<file path="config.mk">
export PLATFORM = sky130hd
export DESIGN_NAME = two_channel_adc_smoother_unit_flat
export DESIGN_NICKNAME = d
export VERILOG_FILES = /design/src/tcas_pkg.sv /design/src/tcas_in_if.sv /design/src/tcas_out_if.sv /design/src/two_channel_adc_smoother_unit.sv /design/src/flat_wrapper.sv
export SDC_FILE = /design/constraint.sdc
export NUM_CORES = 1
export LEC_CHECK = 0
export BUFFER_PORTS_ARGS = -buffer_cell sky130_fd_sc_hd__clkbuf_2
export CORE_MARGIN = 2
export CORE_UTILIZATION = 53
export DETAILED_ROUTE_END_ITERATION = 16
export PLACE_DENSITY = 0.77
export SLEW_MARGIN = 10
export SYNTH_ARGS = -nofsm -noshare
export SYNTH_HDL_FRONTEND = slang
export SYNTH_SLANG_ARGS = --single-unit
</file>
<file path="constraint.sdc">
create_clock -name clk -period 4.4 [get_ports clk]
set_input_delay 0.88 -clock clk [delete_from_list [all_inputs] [get_ports clk]]
set_output_delay 0.88 -clock clk [all_outputs]
set_load 0.02 [all_outputs]
</file>
<file path="src/tcas_pkg.sv">
// Shared constants for the two-channel converter smoother.
package tcas_pkg;

  localparam int ACC_BITS   = 16;
  localparam int PHASE_BITS = 8;
  localparam int MUX_BITS   = 4;

  localparam logic [PHASE_BITS-1:0] SETTLE_MASK       = 8'h7C;
  localparam int                    TEMP_PHASE_BIT    = 7;
  localparam logic [PHASE_BITS-1:0] VOLT_READY_PHASE  = 8'd64;
  localparam logic [PHASE_BITS-1:0] TEMP_READY_PHASE  = 8'd192;
  localparam logic [PHASE_BITS-1:0] TEMP_SWITCH_PHASE = 8'd128;
  localparam logic [PHASE_BITS-1:0] VOLT_SWITCH_PHASE = 8'd0;

  localparam logic [MUX_BITS-1:0] MUX_REFERENCE   = 4'd14;
  localparam logic [MUX_BITS-1:0] MUX_TEMPERATURE = 4'd1;

endpackage

</file>
<file path="src/tcas_in_if.sv">
// Sample channel: valid, ready and one converter sample.
interface tcas_in_if #(
  parameter int SAMPLE_BITS = 10
) ();
  logic                   valid;
  logic                   ready;
  logic [SAMPLE_BITS-1:0] sample;

  modport source (output valid, output sample, input ready);
  modport sink (input valid, input sample, output ready);
endinterface

</file>
<file path="src/tcas_out_if.sv">
// Result channel: valid, ready and the smoothed channel status.
interface tcas_out_if import tcas_pkg::*; #(
  parameter int SAMPLE_BITS = 10
) ();
  logic                   valid;
  logic                   ready;
  logic [MUX_BITS-1:0]    mux_channel;
  logic                   mux_changed;
  logic [SAMPLE_BITS-1:0] voltage_avg;
  logic [SAMPLE_BITS-1:0] temperature_avg;
  logic                   voltage_ready;
  logic                   temperature_ready;
  logic                   sample_used;

  modport source (
    output valid, output mux_channel, output mux_changed, output voltage_avg,
    output temperature_avg, output voltage_ready, output temperature_ready,
    output sample_used, input ready
  );
  modport sink (
    input valid, input mux_channel, input mux_changed, input voltage_avg,
    input temperature_avg, input voltage_ready, input temperature_ready,
    input sample_used, output ready
  );
endinterface

</file>
<file path="src/two_channel_adc_smoother_unit.sv">
// Two-channel converter smoother: phase sequencing, averaging and result register.
//
//   channel  direction  payload
//   in_ch    sink       sample
//   out_ch   source     mux_channel, mux_changed, averages, ready flags, sample_used
//
// The phase step and one accumulator add-subtract for each sample beat are combinational
// from the state registers; the updated state is registered on acceptance and is the result.
// A new sample is taken in every cycle while the result register is empty or drained.
// Reset clears the phase, accumulators, held averages and flags, and selects the
// reference input. A stalled result holds its beat and stops further samples.
module two_channel_adc_smoother_unit import tcas_pkg::*; #(
  parameter int SMOOTH_SHIFT = 5,
  parameter int SAMPLE_BITS  = 10
) (
  input  logic        clk,
  input  logic        rst_n,
  tcas_in_if.sink     in_ch,
  tcas_out_if.source  out_ch
);

  logic [PHASE_BITS-1:0]  phase_r, phase_nxt;
  logic [ACC_BITS-1:0]    volt_acc_r, volt_acc_nxt;
  logic [ACC_BITS-1:0]    temp_acc_r, temp_acc_nxt;
  logic [SAMPLE_BITS-1:0] volt_hold_r, volt_hold_nxt;
  logic [SAMPLE_BITS-1:0] temp_hold_r, temp_hold_nxt;
  logic                   volt_flag_r, volt_flag_nxt;
  logic                   temp_flag_r, temp_flag_nxt;
  logic [MUX_BITS-1:0]    mux_r, mux_nxt;
  logic                   used_nxt;

  logic                   out_valid_r;
  logic                   out_changed_r;
  logic                   out_used_r;

  logic                   in_acc;
  logic                   temp_sel;
  logic [ACC_BITS-1:0]    acc_sel;
  logic [ACC_BITS-1:0]    avg;
  logic [ACC_BITS-1:0]    acc_upd;

  assign in_ch.ready = !out_valid_r || out_ch.ready;
  assign in_acc      = in_ch.valid && in_ch.ready;

  assign phase_nxt = phase_r + 1'b1;
  assign temp_sel  = phase_nxt[TEMP_PHASE_BIT];
  assign acc_sel   = temp_sel ? temp_acc_r : volt_acc_r;
  assign avg       = acc_sel >> SMOOTH_SHIFT;
  assign acc_upd   = acc_sel + ACC_BITS'(in_ch.sample) - avg;

  always_comb begin
    volt_acc_nxt  = volt_acc_r;
    temp_acc_nxt  = temp_acc_r;
    volt_hold_nxt = volt_hold_r;
    temp_hold_nxt = temp_hold_r;
    volt_flag_nxt = volt_flag_r;
    temp_flag_nxt = temp_flag_r;
    mux_nxt       = mux_r;
    used_nxt      = 1'b0;
    if ((phase_nxt & SETTLE_MASK) != '0) begin
      used_nxt = 1'b1;
      if (temp_sel) begin
        temp_acc_nxt  = acc_upd;
        temp_hold_nxt = avg[SAMPLE_BITS-1:0];
        if (phase_nxt == TEMP_READY_PHASE) begin
          temp_flag_nxt = 1'b1;
        end
      end else begin
        volt_acc_nxt  = acc_upd;
        volt_hold_nxt = avg[SAMPLE_BITS-1:0];
        if (phase_nxt == VOLT_READY_PHASE) begin
          volt_flag_nxt = 1'b1;
        end
      end
    end else if (phase_nxt == TEMP_SWITCH_PHASE) begin
      mux_nxt = MUX_TEMPERATURE;
    end else if (phase_nxt == VOLT_SWITCH_PHASE) begin
      mux_nxt = MUX_REFERENCE;
    end
  end

  always_ff @(posedge clk) begin
    if (!rst_n) begin
      phase_r     <= '0;
      volt_acc_r  <= '0;
      temp_acc_r  <= '0;
      volt_hold_r <= '0;
      temp_hold_r <= '0;
      volt_flag_r <= 1'b0;
      temp_flag_r <= 1'b0;
      mux_r       <= MUX_REFERENCE;
      out_valid_r <= 1'b0;
    end else begin
      if (in_acc) begin
        phase_r     <= phase_nxt;
        volt_acc_r  <= volt_acc_nxt;
        temp_acc_r  <= temp_acc_nxt;
        volt_hold_r <= volt_hold_nxt;
        temp_hold_r <= temp_hold_nxt;
        volt_flag_r <= volt_flag_nxt;
        temp_flag_r <= temp_flag_nxt;
        mux_r       <= mux_nxt;
        out_valid_r <= 1'b1;
      end else if (out_ch.ready) begin
        out_valid_r <= 1'b0;
      end
    end
  end

  always_ff @(posedge clk) begin
    if (in_acc) begin
      out_changed_r <= (mux_nxt != mux_r);
      out_used_r    <= used_nxt;
    end
  end

  // The held state is exactly the state after the last accepted beat.
  assign out_ch.valid             = out_valid_r;
  assign out_ch.mux_channel       = mux_r;
  assign out_ch.mux_changed       = out_changed_r;
  assign out_ch.voltage_avg       = volt_hold_r;
  assign out_ch.temperature_avg   = temp_hold_r;
  assign out_ch.voltage_ready     = volt_flag_r;
  assign out_ch.temperature_ready = temp_flag_r;
  assign out_ch.sample_used       = out_used_r;

  a_accept_gives_result: assert property (@(posedge clk) disable iff (!rst_n)
    in_acc |=> out_valid_r)
    else $error("accepted sample beat produced no result");

  a_switch_not_used: assert property (@(posedge clk) disable iff (!rst_n)
    out_valid_r |-> !(out_changed_r && out_used_r))
    else $error("multiplexer switched on a used sample");

  a_flags_sticky: assert property (@(posedge clk) disable iff (!rst_n)
    (volt_flag_r || temp_flag_r) |=>
      ((volt_flag_r || !$past(volt_flag_r)) && (temp_flag_r || !$past(temp_flag_r))))
    else $error("ready flag cleared after being set");

  a_mux_legal: assert property (@(posedge clk) disable iff (!rst_n)
    (mux_r == MUX_REFERENCE) || (mux_r == MUX_TEMPERATURE))
    else $error("multiplexer selection holds an unknown input");

endmodule

</file>
<file path="src/flat_wrapper.sv">
// flat-port wrapper written by rule: the top's interface ports become plain ports
module two_channel_adc_smoother_unit_flat import tcas_pkg::*;
#(
  parameter int SMOOTH_SHIFT = 5,
  parameter int SAMPLE_BITS  = 10
)
  (clk, rst_n, in_ch_valid, in_ch_sample, in_ch_ready, out_ch_valid, out_ch_mux_channel, out_ch_mux_changed, out_ch_voltage_avg, out_ch_temperature_avg, out_ch_voltage_ready, out_ch_temperature_ready, out_ch_sample_used, out_ch_ready);
  tcas_in_if #(.SAMPLE_BITS(SAMPLE_BITS)) in_ch_i ();
  tcas_out_if #(.SAMPLE_BITS(SAMPLE_BITS)) out_ch_i ();
  input  logic clk;
  input  logic rst_n;
  input wire logic [$bits(in_ch_i.valid)-1:0] in_ch_valid;
  input wire logic [$bits(in_ch_i.sample)-1:0] in_ch_sample;
  output wire logic [$bits(in_ch_i.ready)-1:0] in_ch_ready;
  output wire logic [$bits(out_ch_i.valid)-1:0] out_ch_valid;
  output wire logic [$bits(out_ch_i.mux_channel)-1:0] out_ch_mux_channel;
  output wire logic [$bits(out_ch_i.mux_changed)-1:0] out_ch_mux_changed;
  output wire logic [$bits(out_ch_i.voltage_avg)-1:0] out_ch_voltage_avg;
  output wire logic [$bits(out_ch_i.temperature_avg)-1:0] out_ch_temperature_avg;
  output wire logic [$bits(out_ch_i.voltage_ready)-1:0] out_ch_voltage_ready;
  output wire logic [$bits(out_ch_i.temperature_ready)-1:0] out_ch_temperature_ready;
  output wire logic [$bits(out_ch_i.sample_used)-1:0] out_ch_sample_used;
  input wire logic [$bits(out_ch_i.ready)-1:0] out_ch_ready;
  assign in_ch_i.valid = in_ch_valid;
  assign in_ch_i.sample = in_ch_sample;
  assign in_ch_ready = in_ch_i.ready;
  assign out_ch_valid = out_ch_i.valid;
  assign out_ch_mux_channel = out_ch_i.mux_channel;
  assign out_ch_mux_changed = out_ch_i.mux_changed;
  assign out_ch_voltage_avg = out_ch_i.voltage_avg;
  assign out_ch_temperature_avg = out_ch_i.temperature_avg;
  assign out_ch_voltage_ready = out_ch_i.voltage_ready;
  assign out_ch_temperature_ready = out_ch_i.temperature_ready;
  assign out_ch_sample_used = out_ch_i.sample_used;
  assign out_ch_i.ready = out_ch_ready;
  two_channel_adc_smoother_unit #(.SMOOTH_SHIFT(SMOOTH_SHIFT), .SAMPLE_BITS(SAMPLE_BITS)) u_core (.clk(clk), .rst_n(rst_n), .in_ch(in_ch_i), .out_ch(out_ch_i));
endmodule
</file>
==> out/metrics.csv <==
stage,metric,value,unit
status,status,"complete, no violations",
routing,drc,0,
routing,initialDrtViolationCount,159,
yosys,syn_inst,439,
die,io_pins,44,
power,p_leak,1.87,nW
sta,hold_viol_final,0,
placement,numPortBuffers,43,
layout,post-route-util,0.632,
clock_network,root_buffer,clkbuf_8,
routing,routed_wl,9.17,mm
clock_network,path_clk_slew,0.08,ns
setup_path,cp_top_family,simple AND/OR/NAND/NOR gates,
placement,gp_congestion,0.947,
die,core_area,7140,um^2
layout,stdcell_area,4510,um^2
yosys,synthFlopType,dfxtp_1,
die,die_area,7940,um^2
setup_path,crit_fanout,5,
layout,n_antenna_cell,0,
routing,wl_per_cell,15.3,um
yosys,ys_ff_latch,69,
yosys,ys.warnings.count,0,
yosys,syn_area,3840,um^2
sta,slew_viol_final,0,
sta,tightest_slew,0.836,ns
setup_path,cp_slowest_cell,fa_1,
setup_path,startpoint_type,flop,
global_routing,track_usage,0.235,
die,die_w,89.1,um
setup_path,timing.reg2reg.setup_slack,0.24,ns
setup_path,crit_path_end_kind,flop,
sta,finalCriticalPeriod,4.16,ns
die,row_count,31,
clock_network,cts.sinks,69,
layout,area_delta_synth_final,17.5,%
setup_path,ff2ff_path_depth,17,
routing,vias,3312,
flow_run,maxCapViolCount,0,
routing,drtAntennaViolNets,0,
yosys,syn_avg_cell_area,8.75,um^2
sta,slew_headroom,0.443,
setup_path,crit_type,flop to flop,
yosys,synth_area_leader_cell,dfxtp_1,
sta,fin_crit_sh,0.945,
sta,whs,0.463,ns
global_routing,antenna_found_initial,0,
die,die_h,89.1,um
clock_network,htreeDepth,3,
setup_path,path_buf_inv,3,
clock_network,cts_tree,yes,
yosys,syn_nets,480,
sta,timing.setup.tns,0,ns
layout,layout-drive-gt1-share,0.233,
yosys,synth_edf_count,2,
setup_path,required,4.60,ns
sta,fmax,241,MHz
hold_path,holdCritPathClass,flop to flop,
global_routing,grt_pass1_vias,3053,
yosys,synthArstFlopShare,0,
setup_path,cp.arrival,4.35,ns
yosys,synthTopCellsByArea,"dfxtp_1 (35%), ha_1 (6.5%), nand2_1 (6.1%)",
clock_network,clock_latency,0.36,ns
setup_path,cp-endpoint,u_core.volt_acc_r[15],
yosys,seq_area_frac_synth,0.365,
sta,setup_violations,0,
placement,hpwl,6.33,mm
global_routing,grt_pass1_wl,14.3,mm
die,initial_core_util,0.538,
power,ir_worst_vdd,0.000149,V
layout,regArea,1420,um^2
routing,viasPerCell,5.51,
setup_path,slowest_delay,0.46,ns
global_routing,grt_max_degree,62,
layout,n_fill_cell,642,
global_routing,grt_overflow_total,0,
setup_path,crit_start,u_core.phase_r[3],
layout,multiInputGateArea,2290,um^2
setup_path,reg2reg_to,u_core.volt_acc_r[15],
clock_network,cts_buffer_depth,2,
sta,finClkSkew,0.0141,ns
power,p_per_area,292,nW/um^2
setup_path,path_depth,17,
layout,final_net_count,538,
yosys,synth_top_area_share,0.349,
setup_path,worstPathCellList,nand4_4 > nor2_8 > xnor2_4 > buf_4 > buf_6 > mux2i_2 > inv_1 > fa_1 > ha_2 > or3_1 > or2_0 > o221a_2 > maj3_2 > a221oi_2 > nor3_2 > xnor2_1 > a21oi_1,
routing,dr.pass1.iters,4,
placement,placed_area,4190,um^2
yosys,synth_cell_types,61,
clock_network,cts_made_buffers,9,
setup_path,r2r_start,u_core.phase_r[3],
placement,place_inst,578,
layout,fin_cells,601,
per-layer routing:
metal,routed length (um),track usage
met1,4080,0.308
met2,4440,0.380
met3,423,0.0397
met4,233,0.106
met5,0,0
cell families after synthesis:
group / after synthesis / share of synthesized area
AOI/OAI and AO/OA: 103 / 0.183
xor gates and xnor gates: 28 / 0.0687
adders and majority gates: 28 / 0.104
buffers and inverters: 43 / 0.0573
DFF: 69 / 0.365
muxes: 12 / 0.0326
and+or+nand+nor: 156 / 0.190
flip-flops by register name (all words and copies together), names as in the netlist, 4 cells and up:
signal,count
u_core.volt_acc_r,16
u_core.out_ch.mux_channel,4
u_core.temp_acc_r,16
u_core.out_ch.voltage_avg,10
u_core.out_ch.temperature_avg,10
u_core.phase_r,8
final cells by class:
cell class                      instances  share of cell area
Tap cell                               99              0.0274
Timing Repair Buffer                   70              0.0951
Inverter                               20              0.0166
Multi-Input combinational cell        327               0.508
Clock inverter                          5             0.00804
Sequential cell                        69               0.314
Clock buffer                           11              0.0313
stage by stage:
stage	setup WS (ns)	power, mW
2_1_floorplan	0.0239	0.811
3_3_place_gp	-0.0211	0.857
3_5_place_dp	-0.0792	0.861
4_1_cts	0.00913	1.32
5_1_grt	-0.00339	1.38
6_report	0.243	1.32
layout by cell type (no fill, tap or decap), drive strengths merged, types with 4 or more instances in the layout:
| master | instances |
|---|---|
| dfxtp | 67 |
| nand2 | 62 |
| clkbuf | 54 |
| nor2 | 52 |
| a21oi | 33 |
| a211oi | 29 |
| buf | 27 |
| ha | 20 |
| inv | 19 |
| xnor2 | 16 |
| xor2 | 12 |
| o21ai | 11 |
| mux2i | 11 |
| nor3 | 8 |
| nand3 | 8 |
| fa | 7 |
| and3 | 7 |
| nand2b | 5 |
| a21o | 4 |
| a2111oi | 4 |
worst reg2reg max path, stage by stage (launching register included):
cell and delay [ns]:
dfxtp_4 0.39, nand4_4 0.15, nor2_8 0.19, xnor2_4 0.14
buf_4 0.16, buf_6 0.12, mux2i_2 0.23, inv_1 0.08
fa_1 0.46, ha_2 0.21, or3_1 0.39, or2_0 0.21
o221a_2 0.28, maj3_2 0.33, a221oi_2 0.29, nor3_2 0.09
xnor2_1 0.18, a21oi_1 0.09
worst min path at each step:
stage,endpoint,from,cells after the start,slack [ns]
final,u_core.volt_acc_r[2],u_core.volt_acc_r[2],2,0.46
after global routing,u_core.volt_acc_r[2],u_core.volt_acc_r[2],2,0.48
after CTS,u_core.volt_acc_r[3],u_core.volt_acc_r[3],2,0.46
after detailed placement,u_core.volt_acc_r[3],u_core.volt_acc_r[3],2,0.45
after global placement,u_core.temp_acc_r[7],u_core.temp_acc_r[7],2,0.44
after floorplan,u_core.temp_acc_r[10],u_core.temp_acc_r[10],2,0.44
power breakdown:
group / switching (mW) / internal (mW) / total (mW)
registers: 0.00703 / 0.634 / 0.641
clock network: 0.242 / 0.220 / 0.461
logic: 0.126 / 0.0904 / 0.216
synth_stat cells (5+ instances only):
library cell and n:
xor2_1 12, nand3_1 7, nand2b_1 5, nor2_1 51, dfxtp_1 67, and3_1 6
xnor2_1 15, o21ai_0 10, ha_1 20, nand2_1 62, mux2i_1 10, fa_1 7
a21oi_1 33, inv_1 18, nor3_1 8, a211oi_1 29, clkbuf_1 16
timing repair:
action                                  in CTS  in global routing
pin swaps                                    1                  7
resized for setup                            3                 25
hold buffers                                 0                  0
setup buffers                                2                  5
endpoints found under the setup margin       6                  8
Note: power is estimated with default switching activity, not from simulation.
